## config.mk

```make
export PLATFORM = sky130hd
export DESIGN_NAME = can_bms_limit_receiver
export DESIGN_NICKNAME = d
export VERILOG_FILES = /design/src/hw/rtl/cbms_lim_pkg.sv /design/src/hw/rtl/cbms_lim_aging.sv /design/src/hw/rtl/can_bms_limit_receiver.sv
export SDC_FILE = /design/constraint.sdc
export NUM_CORES = 1
export LEC_CHECK = 0
export BUFFER_PORTS_ARGS = -buffer_cell sky130_fd_sc_hd__buf_2
export CORE_ASPECT_RATIO = 0.9
export CORE_UTILIZATION = 50
export CTS_CLUSTER_SIZE = 16
export DETAILED_ROUTE_END_ITERATION = 8
export GPL_TIMING_DRIVEN = 0
export PLACE_DENSITY = 0.79
export SLEW_MARGIN = 40
export SYNTH_ARGS = -nofsm -noshare
export SYNTH_HDL_FRONTEND = slang
export SYNTH_SLANG_ARGS = --single-unit
```

## constraint.sdc

```tcl
create_clock -name i_clk -period 7.41 [get_ports i_clk]
set_input_delay 2.223 -clock i_clk [delete_from_list [all_inputs] [get_ports i_clk]]
set_output_delay 2.223 -clock i_clk [all_outputs]
set_load 0.05 [all_outputs]
```

## src/hw/rtl/cbms_lim_pkg.sv

```systemverilog
package cbms_lim_pkg;

    // per-signal tracking status
    typedef enum logic [1:0] {
        SIG_NEVER = 2'd0,
        SIG_FRESH = 2'd1,
        SIG_STALE = 2'd2
    } t_sig_status;

    // signal slots
    localparam logic [1:0] SIG_IDX_LIMITS = 2'd0;
    localparam logic [1:0] SIG_IDX_SOC    = 2'd1;
    localparam logic [1:0] SIG_IDX_ALARM  = 2'd2;
    localparam logic [1:0] SIG_IDX_ENABLE = 2'd3;
    localparam int         NUM_SIG        = 4;

    // item kinds on the input side
    localparam logic OP_FRAME    = 1'b0;
    localparam logic OP_SNAPSHOT = 1'b1;

    // frame identifiers
    localparam logic [10:0] ID_LIMITS = 11'h351;
    localparam logic [10:0] ID_SOC    = 11'h355;
    localparam logic [10:0] ID_ALARM  = 11'h35A;
    localparam logic [10:0] ID_ENABLE = 11'h35C;

    // minimum payload lengths
    localparam logic [3:0] MIN_LEN_LIMITS = 4'd6;
    localparam logic [3:0] MIN_LEN_SOC    = 4'd4;
    localparam logic [3:0] MIN_LEN_ALARM  = 4'd4;
    localparam logic [3:0] MIN_LEN_ENABLE = 4'd1;

    localparam logic [15:0] TIMEOUT_RESET = 16'd5000;
    localparam logic [15:0] SOC_MAX       = 16'd100;

    localparam int IN_DATA_W  = 128;
    localparam int OUT_DATA_W = 64;

endpackage

```

## src/hw/rtl/cbms_lim_aging.sv

```systemverilog
module cbms_lim_aging
    import cbms_lim_pkg::*;
(
    input  t_sig_status i_status,
    input  logic [31:0] i_last_ms,
    input  logic [31:0] i_now_ms,
    input  logic [15:0] i_timeout_ms,
    output t_sig_status o_status
);

    logic [31:0] w_age;
    logic        w_expired;

    // wraparound-safe age
    assign w_age     = i_now_ms - i_last_ms;
    assign w_expired = w_age >= {16'd0, i_timeout_ms};

    always_comb begin
        case (i_status)
            SIG_FRESH: begin
                o_status = w_expired ? SIG_STALE : SIG_FRESH;
            end
            SIG_STALE: begin
                o_status = SIG_STALE;
            end
            default: begin
                o_status = SIG_NEVER;
            end
        endcase
    end

endmodule

```

## src/hw/rtl/can_bms_limit_receiver.sv

```systemverilog
// a snapshot item passes the input register, then the result register, before it leaves
// throughput: one item per cycle, frames and snapshots mixed freely; a snapshot is held in
//   the input register only while the previous result waits at the output
// frames give no result; a snapshot gives exactly one
// reset (synchronous, active low) clears all signal status to never seen, both valid
//   flags, and sets the timeout register to 5000 ms
module can_bms_limit_receiver
    import cbms_lim_pkg::*;
(
    input  logic                  i_clk,
    input  logic                  i_rst_n,

    // configuration: signal timeout in ms
    input  logic                  i_cfg_wr_en,
    input  logic [15:0]           i_cfg_wr_data,

    // input items
    input  logic                  i_s_axis_tvalid,
    output logic                  o_s_axis_tready,
    // [31:0] now_ms, [42:32] frame_id, [46:43] frame_len,
    // [110:47] frame_payload, [126:111] pack_voltage_cv, [127] zero
    input  logic [IN_DATA_W-1:0]  i_s_axis_tdata,
    // [0] operation
    input  logic                  i_s_axis_tuser,

    // result items
    output logic                  o_m_axis_tvalid,
    input  logic                  i_m_axis_tready,
    // [0] ceiling_active, [30:1] ceiling_mw, [31] voltage_limit_valid,
    // [47:32] voltage_limit_dv, [48] alarm_on, [49] warning_on,
    // [50] charge_state_trusted, [58:51] charge_state_pct,
    // [59] disc_pending, [60] link_lost, [63:61] zero
    output logic [OUT_DATA_W-1:0] o_m_axis_tdata
);

    // ---------------------------------------------------------------
    // configuration register
    // ---------------------------------------------------------------
    logic [15:0] r_timeout_ms;

    always_ff @(posedge i_clk) begin
        if (!i_rst_n) begin
            r_timeout_ms <= TIMEOUT_RESET;
        end else if (i_cfg_wr_en) begin
            r_timeout_ms <= i_cfg_wr_data;
        end
    end

    // ---------------------------------------------------------------
    // input register
    // ---------------------------------------------------------------
    logic               r_in_valid;
    logic               r_in_op;
    logic [31:0]        r_in_now;
    logic [10:0]        r_in_id;
    logic [3:0]         r_in_len;
    logic [63:0]        r_in_payload;
    logic signed [15:0] r_in_pcv;

    logic w_in_accept;
    logic w_out_free;
    logic w_proc_go;
    logic w_is_snap;

    // output slot is free when empty or when its item leaves this cycle
    assign w_out_free = !o_m_axis_tvalid || i_m_axis_tready;
    assign w_is_snap  = r_in_op == OP_SNAPSHOT;
    // frames retire without touching the output slot
    assign w_proc_go  = r_in_valid && (!w_is_snap || w_out_free);

    assign o_s_axis_tready = !r_in_valid || w_proc_go;
    assign w_in_accept     = i_s_axis_tvalid && o_s_axis_tready;

    always_ff @(posedge i_clk) begin
        if (!i_rst_n) begin
            r_in_valid <= 1'b0;
        end else if (w_in_accept) begin
            r_in_valid <= 1'b1;
        end else if (w_proc_go) begin
            r_in_valid <= 1'b0;
        end
    end

    always_ff @(posedge i_clk) begin
        if (w_in_accept) begin
            r_in_op      <= i_s_axis_tuser;
            r_in_now     <= i_s_axis_tdata[31:0];
            r_in_id      <= i_s_axis_tdata[42:32];
            r_in_len     <= i_s_axis_tdata[46:43];
            r_in_payload <= i_s_axis_tdata[110:47];
            r_in_pcv     <= i_s_axis_tdata[126:111];
        end
    end

    // ---------------------------------------------------------------
    // signal state
    // ---------------------------------------------------------------
    t_sig_status        r_sig_status [NUM_SIG];
    logic [31:0]        r_sig_last_ms [NUM_SIG];
    logic signed [15:0] r_current_limit_da;
    logic signed [15:0] r_voltage_limit_dv;
    logic [15:0]        r_charge_state_raw;
    logic               r_alarm_flag;
    logic               r_warning_flag;
    logic               r_charge_enable_flag;

    t_sig_status        n_sig_status [NUM_SIG];
    logic [31:0]        n_sig_last_ms [NUM_SIG];
    logic signed [15:0] n_current_limit_da;
    logic signed [15:0] n_voltage_limit_dv;
    logic [15:0]        n_charge_state_raw;
    logic               n_alarm_flag;
    logic               n_warning_flag;
    logic               n_charge_enable_flag;

    // aged view of every signal at the snapshot's tick
    t_sig_status w_aged [NUM_SIG];

    for (genvar g = 0; g < NUM_SIG; g++) begin : g_age
        cbms_lim_aging u_aging (
            .i_status     (r_sig_status[g]),
            .i_last_ms    (r_sig_last_ms[g]),
            .i_now_ms     (r_in_now),
            .i_timeout_ms (r_timeout_ms),
            .o_status     (w_aged[g])
        );
    end

    // frame decode and state update
    always_comb begin
        n_sig_status         = r_sig_status;
        n_sig_last_ms        = r_sig_last_ms;
        n_current_limit_da   = r_current_limit_da;
        n_voltage_limit_dv   = r_voltage_limit_dv;
        n_charge_state_raw   = r_charge_state_raw;
        n_alarm_flag         = r_alarm_flag;
        n_warning_flag       = r_warning_flag;
        n_charge_enable_flag = r_charge_enable_flag;
        if (w_proc_go) begin
            if (w_is_snap) begin
                n_sig_status = w_aged;
            end else begin
                // short frames are dropped whole; unknown ids are ignored
                case (r_in_id)
                    ID_LIMITS: begin
                        if (r_in_len >= MIN_LEN_LIMITS) begin
                            n_voltage_limit_dv            = r_in_payload[15:0];
                            n_current_limit_da            = r_in_payload[31:16];
                            n_sig_status[SIG_IDX_LIMITS]  = SIG_FRESH;
                            n_sig_last_ms[SIG_IDX_LIMITS] = r_in_now;
                        end
                    end
                    ID_SOC: begin
                        if (r_in_len >= MIN_LEN_SOC) begin
                            n_charge_state_raw         = r_in_payload[15:0];
                            n_sig_status[SIG_IDX_SOC]  = SIG_FRESH;
                            n_sig_last_ms[SIG_IDX_SOC] = r_in_now;
                        end
                    end
                    ID_ALARM: begin
                        if (r_in_len >= MIN_LEN_ALARM) begin
                            n_alarm_flag                 = |r_in_payload[15:0];
                            n_warning_flag               = |r_in_payload[31:16];
                            n_sig_status[SIG_IDX_ALARM]  = SIG_FRESH;
                            n_sig_last_ms[SIG_IDX_ALARM] = r_in_now;
                        end
                    end
                    ID_ENABLE: begin
                        if (r_in_len >= MIN_LEN_ENABLE) begin
                            n_charge_enable_flag          = r_in_payload[0];
                            n_sig_status[SIG_IDX_ENABLE]  = SIG_FRESH;
                            n_sig_last_ms[SIG_IDX_ENABLE] = r_in_now;
                        end
                    end
                    default: begin
                    end
                endcase
            end
        end
    end

    always_ff @(posedge i_clk) begin
        if (!i_rst_n) begin
            for (int i = 0; i < NUM_SIG; i++) begin
                r_sig_status[i] <= SIG_NEVER;
            end
        end else begin
            r_sig_status <= n_sig_status;
        end
    end

    // stored values are only read once their signal has been seen
    always_ff @(posedge i_clk) begin
        r_sig_last_ms        <= n_sig_last_ms;
        r_current_limit_da   <= n_current_limit_da;
        r_voltage_limit_dv   <= n_voltage_limit_dv;
        r_charge_state_raw   <= n_charge_state_raw;
        r_alarm_flag         <= n_alarm_flag;
        r_warning_flag       <= n_warning_flag;
        r_charge_enable_flag <= n_charge_enable_flag;
    end

    // ---------------------------------------------------------------
    // snapshot result
    // ---------------------------------------------------------------
    logic        w_lim_fresh;
    logic        w_soc_fresh;
    logic        w_alm_fresh;
    logic        w_en_fresh;
    logic        w_limit_ok;
    logic        w_alarm_force;
    logic [29:0] w_product_mw;
    logic        w_ceiling_active;
    logic [29:0] w_ceiling_mw;
    logic        w_soc_ok;
    logic [7:0]  w_soc_pct;
    logic        w_disc_pending;
    logic        w_link_lost;
    logic [OUT_DATA_W-1:0] w_result;

    assign w_lim_fresh = w_aged[SIG_IDX_LIMITS] == SIG_FRESH;
    assign w_soc_fresh = w_aged[SIG_IDX_SOC]    == SIG_FRESH;
    assign w_alm_fresh = w_aged[SIG_IDX_ALARM]  == SIG_FRESH;
    assign w_en_fresh  = w_aged[SIG_IDX_ENABLE] == SIG_FRESH;

    // both operands known non-negative here, so 15 x 15 bits suffice
    assign w_product_mw = 30'(r_current_limit_da[14:0]) * 30'(r_in_pcv[14:0]);
    assign w_limit_ok   = w_lim_fresh && !r_in_pcv[15] && (r_in_pcv != 16'sd0)
                          && !r_current_limit_da[15];

    // an active alarm, fresh or last seen before silence, forces zero power
    assign w_alarm_force = r_alarm_flag &&
                           (w_alm_fresh || (w_aged[SIG_IDX_ALARM] == SIG_STALE));

    assign w_ceiling_active = w_limit_ok || w_alarm_force;
    assign w_ceiling_mw     = (w_limit_ok && !w_alarm_force) ? w_product_mw : 30'd0;

    // out-of-range state of charge is not clamped, just untrusted
    assign w_soc_ok  = w_soc_fresh && (r_charge_state_raw <= SOC_MAX);
    assign w_soc_pct = w_soc_ok ? r_charge_state_raw[7:0] : 8'hFF;

    // pre-disconnect latches through silence on the last value seen
    assign w_disc_pending = !r_charge_enable_flag &&
                            (w_en_fresh || (w_aged[SIG_IDX_ENABLE] == SIG_STALE));

    assign w_link_lost = (w_aged[SIG_IDX_LIMITS] == SIG_STALE) ||
                         (w_aged[SIG_IDX_ENABLE] == SIG_STALE) ||
                         (w_aged[SIG_IDX_ALARM]  == SIG_STALE);

    assign w_result = {
        3'd0,
        w_link_lost,
        w_disc_pending,
        w_soc_pct,
        w_soc_ok,
        w_alm_fresh && r_warning_flag,
        w_alm_fresh && r_alarm_flag,
        w_lim_fresh ? r_voltage_limit_dv : 16'sd0,
        w_lim_fresh,
        w_ceiling_mw,
        w_ceiling_active
    };

    // ---------------------------------------------------------------
    // result register
    // ---------------------------------------------------------------
    logic                  r_out_valid;
    logic [OUT_DATA_W-1:0] r_out_data;

    always_ff @(posedge i_clk) begin
        if (!i_rst_n) begin
            r_out_valid <= 1'b0;
        end else if (w_out_free) begin
            r_out_valid <= w_proc_go && w_is_snap;
        end
    end

    always_ff @(posedge i_clk) begin
        if (w_proc_go && w_is_snap) begin
            r_out_data <= w_result;
        end
    end

    assign o_m_axis_tvalid = r_out_valid;
    assign o_m_axis_tdata  = r_out_data;

endmodule
```

==> Word level (Yosys, flattened, before mapping) <==
Cells that the tools add are included.
Widths: inputs -> output; s select.
{ "classes": {"add_sub_neg": 4, "multipliers": 1, "magnitude_cmp": 8, "n_eq_ne": 19, "muxes": 18, "bitwise_logic": 1, "n_reduce_logical": 46} }
{ "ops": {"columns": ["cell", "count"], "rows": [
  ["$ge 32x16->1", 4],
  ["$sub 32x32->32", 4],
  ["$eq 11x10->1 const B", 4],
  ["$reduce_or 16->1", 2],
  ["$mul 15x15->30", 1],
  ["$mux 2", 11],
  ["$eq 2x1->1 const B", 8],
  ["$le 16x7->1 const B", 1],
  ["$pmux 2 s2", 4],
  ["$reduce_and 4->1", 4],
  ["$reduce_bool 16->1", 1],
  ["$reduce_bool 2->1", 8],
  ["$eq 2x2->1 const B", 7],
  ["$logic_and 1x1->1", 12],
  ["$reduce_and 3->1", 4],
  ["$ge 4x3->1 const B", 2],
  ["$logic_or 1x1->1", 8],
  ["$mux 8", 1],
  ["$logic_not 1->1", 7],
  ["$ge 4x1->1 const B", 1],
  ["$mux 1", 2],
  ["$not 1->1", 1]
]} }
{ "totals": {"reg_bits": 362, "in_bits": 150, "out_inout_bits": 66, "word_cells": 124} }

==> Depth between registers and ports, before layout <==
{ "depth": {"word_depth": 9, "mapped_depth": 28, "depth_no_buf": 28} }

==> Hierarchy <==
A second synthesis with hierarchy kept.
{ "hier_totals": {"cells_unflattened": 2982, "hier_area_um2": 29732.3} }
{ "modules_own_cells": {"columns": ["module", "n_inst", "cells_each", "area_per_inst_um2", "seq_area_each_um2"], "rows": [
  ["can_bms_limit_receiver", 1, 1463, 19452.4, 10610.2],
  ["cbms_lim_aging at g_age[0].u_aging", 1, 398, 2607.5, 0.0],
  ["cbms_lim_aging at g_age[3].u_aging", 1, 381, 2593.7, 0.0],
  ["cbms_lim_aging at g_age[2].u_aging", 1, 373, 2560.0, 0.0],
  ["cbms_lim_aging at g_age[1].u_aging", 1, 367, 2518.7, 0.0]
]} }

==> Worst setup path before layout <==
Ideal clock, no wire load.
{ "synth_path": {"path_kind": "input port to flip-flop", "from": "in i_m_axis_tready", "to": "reg r_in_id[0] (enable)", "setup_time_ns": 0.608, "arrival_time_ns": 7.115, "required_ns": 6.802, "setup_slack_ns": -0.312, "path_stages": 2, "n_path_buf": 0, "path_cell_list": "nor2b_1 -> a31oi_1"} }
{ "synth_via": {"elab_chain_cells": 5} }
{ "synth_rtl": {"columns": ["element", "line", "text"], "rows": [
  ["start: declaration", "can_bms_limit_receiver.sv:28", "input logic i_m_axis_tready,"],
  ["$logic_or 1x1->1", "can_bms_limit_receiver.sv:66", "assign w_out_free = !o_m_axis_tvalid || i_m_axis_tready;"],
  ["$logic_or 1x1->1", "can_bms_limit_receiver.sv:69", "assign w_proc_go = r_in_valid && (!w_is_snap || w_out_free);"],
  ["$logic_and 1x1->1", "can_bms_limit_receiver.sv:69", null],
  ["$logic_or 1x1->1", "can_bms_limit_receiver.sv:71", "assign o_s_axis_tready = !r_in_valid || w_proc_go;"],
  ["$logic_and 1x1->1", "can_bms_limit_receiver.sv:72", "assign w_in_accept = i_s_axis_tvalid && o_s_axis_tready;"],
  ["named net w_in_accept", "can_bms_limit_receiver.sv:60", "logic w_in_accept;"],
  ["end signal: assignment", "can_bms_limit_receiver.sv:88", "r_in_id <= i_s_axis_tdata[42:32];"],
  ["end: declaration", "can_bms_limit_receiver.sv:55", "logic [10:0] r_in_id;"]
]} }
The timed path passes the listed nets, and every way through them passes these cells.
A chain may end at the register's enable or synchronous reset.

==> Worst setup path in the final report <==
{ "layout_path": {"from": "reg r_current_limit_da[3]", "to": "reg r_out_data[28] (netlist: o_m_axis_tdata[28]), data pin"} }
{ "layout_via": {"elab_chain_cells": 1} }
{ "layout_rtl": {"columns": ["element", "line", "text"], "rows": [
  ["start: declaration", "can_bms_limit_receiver.sv:100", "logic signed [15:0] r_current_limit_da;"],
  ["start signal: assignment", "can_bms_limit_receiver.sv:195", "r_current_limit_da <= n_current_limit_da;"],
  ["$mul 15x15->30", "can_bms_limit_receiver.sv:227", "assign w_product_mw = 30'(r_current_limit_da[14:0]) * 30'(r_in_pcv[14:0]);"],
  ["end signal: assignment", "can_bms_limit_receiver.sv:280", "r_out_data <= w_result;"],
  ["end: declaration", "can_bms_limit_receiver.sv:268", "logic [OUT_DATA_W-1:0] r_out_data;"]
]} }
No other way between the ends.

==> implementation parameters <==
Parameter                              Value

Outcome
  Outcome    finished clean

Synth
  Sequential area share after synthesis    roughly 37%
  Commonest register cell after synthesis    edfxtp_1
  Number of synthesized flops with an enable pin    336
  Post-synth top area cell    edfxtp_1
  Synth area leaders    edfxtp_1 (35%), ha_1 (13%), fa_1 (12%), inv_1 (5.3%), and2_1 (3.1%)
  Number of instances in the synthesized netlist    between 2k and 3k
  Flops & latches, synth    362
  Avg Cell Area, Syn    a little over 10 sq um
  Cell Area, Synth    roughly 29,000 sq um
  Proportion of synthesized flip-flops having asynchronous set or reset    0%
  Yosys Warn Count    0
  Distinct cells, synth    97
  Portion of synthesized cell area occupied by the leading cell type    around a third

Clock network
  Clock tree from TritonCTS    built
  CTS Sinks    ~360
  CTS H-Tree Depth    2
  Reg clk slew, reported paths    60 ps
  Max Buffers Root-to-Sink    3
  Source-to-sink clock delay at the later pin of the worst-skew pair    ~580 ps
  Clock root buffer master    clkbuf_16
  Total clock buffers created by CTS    40

Setup path
  Largest fanout on the critical path    10
  Reg2reg setup slack    about 260 ps
  Endpoint of the worst-slack reg-to-reg timing path    o_m_axis_tdata[28]
  Worst Path Required    7710 ps
  Worst EP arrival    7450 ps
  Crit path capture type    flip-flop
  Worst reg2reg startpoint    r_current_limit_da[3]
  Worst Setup Start Kind    flip-flop
  Path depth of the worst reg2reg path    24
  Start-to-end type of the worst setup path    reg2reg

Global route
  Initial antenna violation count    2
  Via count of the first global-routing pass    ~21k
  Tot GR Track Use    between 20% and 30%
  GRT Residual Overflow    0
  Pin count of the biggest net entering global routing    40
  Wire length of the first global-routing pass    around 110 mm

Layout
  Total inserted antenna cells    0
  Final core utilization    roughly 58%
  Nets    approximately 3.7k
  Non-filler cells in the finished layout    just under 4k
  Share of cells above drive strength 1    11.7%
  Synth-to-layout area growth    13.2%
  Filler cell count in the final layout    around 4.8k

Place
  Placed Cells incl. Taps    roughly 3.8k
  Placement Setup Slack    -475 ps
  HPWL after detailed placement    about 56 mm
  Number of port buffers    179
  GP Congestion    about 0.92

Timing
  F_max    about 140 MHz
  Slew at the pin closest to its max-slew limit    between 700 and 800 ps
  Final Hold Viols    0
  Final critical-path required period    7150 ps
  Final period util    96.5%
  Total negative slack    0 ps
  Count of endpoints failing setup in the final report    0
  Final number of max-transition violations    0
  Relative slew slack    between 50% and 60%
  Clock Skews    about 25 ps
  Least setup slack across all paths after layout    259 ps

Route
  Routed Antenna Nets    0
  Average vias per placed instance    roughly 5.7
  Total Wirelength    ~70 mm
  Post-detailed-route DRC marker count    0
  Number of violations reported at the end of detailed-routing iteration 0    about 1.5k
  Average wire per cell in the routed design    18.4 um
  Routed vias    between 20k and 25k
  Router iterations before antenna repair    5

Min path
  Capture endpoint of the worst hold path    r_current_limit_da[15]
  Hold Path Stages    0
  Type of the worst min-delay path    reg2reg
  Worst Min Path Start    r_in_payload[31]

Die
  Starting density of the core    51.1%
  Die span in y    229 um
  Chip Width    ~250 um
  Area inside the core boundary    roughly 56,000 sq um
  Area enclosed by the die boundary    between 50,000 and 60,000 sq um
  Boundary pin count    approximately 220
  Number of rows created at floorplan    slightly above 80

Power
  Worst ir drop on vdd    0.295 mV
  Cell Pwr Density    215 nW/um^2
  Reported leakage power    ~14 nW

Job
  # Max-Cap Violations    0
layout by cell type, fill, tap and decap left out, types with 34 or more instances in the layout:
cell       synthesis  layout
nand3_1           55      55
nand4_1           46      46
nand2b_1          36      36
a21oi_1          163     163
and3_1            40      40
nor3_1            39      38
ha_1             291     291
o21ai_0           88      86
xor2_1            35      35
buf_2              7     191
xnor2_1           62      62
a21o_1            57      57
nand2_1          228     228
nor2b_1           35      34
clkbuf_1          68      46
edfxtp_1         336     336
fa_1             171     171
and2_1           144     144
clkbuf_16          0      42
inv_1            405     405
nor2_1           138     135
state kept, by name, indices dropped and copies added, names as in the netlist, 4 cells and up:
name and flops:
r_sig_last_ms 128, o_m_axis_tdata 61, r_in_now 32, r_in_payload 32
r_charge_state_raw 16, r_current_limit_da 16, r_in_pcv 16, r_timeout_ms 16
r_voltage_limit_dv 16, r_in_id 11, r_sig_status 8, r_in_len 4
final cells by class:
type / instances / area [sq um] / area share, %
multi-input cells: 1983 / 16400 / 50.3
clock buffers: 45 / 1070 / 3.30
flip-flops and latches: 362 / 10600 / 32.6
inverters: 407 / 1530 / 4.71
clock inverters: 28 / 320 / 0.985
repair buffers: 218 / 1350 / 4.14
well taps: 756 / 946 / 2.91
plain buffers: 75 / 335 / 1.03
synthesized netlist by cell type (6+ instances only):
cell	n
a31oi_1	12
o211ai_1	28
nand4_1	46
mux2i_1	23
clkbuf_1	68
o21a_1	32
fa_1	171
inv_1	405
xnor2_1	62
edfxtp_1	336
a211oi_1	19
nor4_1	25
o31ai_1	12
nand3_1	55
and2_1	144
o21bai_1	19
o31a_1	11
buf_2	7
o221ai_1	7
nor2_1	138
nand2b_1	36
nand2_1	228
a21o_1	57
o311ai_0	7
nor3_1	39
a2111oi_0	8
ha_1	291
and4_1	6
o2111ai_1	8
nor2b_1	35
or3_1	8
a21oi_1	163
o21ai_0	88
xor2_1	35
dfxtp_1	26
a21boi_0	12
and3_1	40
or2_2	9
a211o_1	10
metrics by stage:
step | hold slack, ps | area [sq um] | total power [mW]
after floorplan | 427 | 28700 | 4.17
after global placement | 432 | 30600 | 4.66
after detailed placement | 435 | 30900 | 4.76
after CTS | 444 | 32300 | 6.95
after global routing | 451 | 32500 | 7.41
final | 438 | 32500 | 7.00
cell families (layout without fill, tap and decap cells):
group | Yosys count | in the layout | share of synthesized area, %
muxes | 25 | 25 | 0.880
AOI/OAI and AO/OA | 556 | 556 | 13.1
and+or+nand+nor | 840 | 840 | 15.0
xor gates and xnor gates | 97 | 97 | 2.96
adders and majority gates | 462 | 462 | 24.6
buffers and inverters | 489 | 773 | 6.50
DFF | 362 | 362 | 36.9
other | 1 | 3 | 0.0131
worst max-delay path: stages (launching register included):
cell	delay, ps
edfxtp_1	520
clkbuf_2	320
and2_1	230
fa_1	530
inv_1	60
fa_1	530
inv_1	40
ha_1	280
ha_1	330
fa_1	550
inv_1	60
fa_1	530
inv_1	40
ha_1	330
o21a_1	220
o21ai_0	180
a22oi_1	180
a311o_2	470
a41oi_4	220
a21boi_1	180
a41o_1	300
and3_1	230
a221o_1	290
o21ai_0	150
a21oi_1	100
routing by layer:
metal	share of wire, %	wire length (um)	vias to the layer above	track usage [%]
li1	-	-	10421	-
met1	44	31100	10548	34.3
met2	45	32300	889	38.8
met3	7.9	5610	158	3.92
met4	3.2	2260	4	7.73
met5	0.035	25	-	0
worst max-delay path by stage:
stage / slack [ps] / depth (start not counted) / endpoint / startpoint
after floorplan: 630 / 23 / o_m_axis_tdata[29] / r_in_pcv[0]
after global placement: -810 / 25 / o_m_axis_tdata[29] / r_current_limit_da[10]
after detailed placement: -480 / 23 / o_m_axis_tdata[29] / r_current_limit_da[10]
after CTS: 9 / 22 / o_m_axis_tdata[29] / r_in_pcv[6]
after global routing: -8 / 25 / o_m_axis_tdata[28] / r_current_limit_da[9]
final: 260 / 24 / o_m_axis_tdata[28] / r_current_limit_da[3]
repair_timing:
| item | 4_1_cts | 5_1_grt |
|---|---|---|
| endpoints found under the hold margin | 0 | 0 |
| setup buffers | 1 | 24 |
| gates resized for setup | 11 | 34 |
| endpoints found under the setup margin | 6 | 7 |
| hold buffers | 0 | 0 |
| pin swaps | 2 | 4 |
power by group:
group	total (mW)	internal, mW	switching, mW
clock network	2.10	1.21	0.897
logic	2.56	1.05	1.51
registers	2.34	2.28	0.0606
total	7.00	4.54	2.46
No activity file was read; power rests on OpenSTA's default activity.
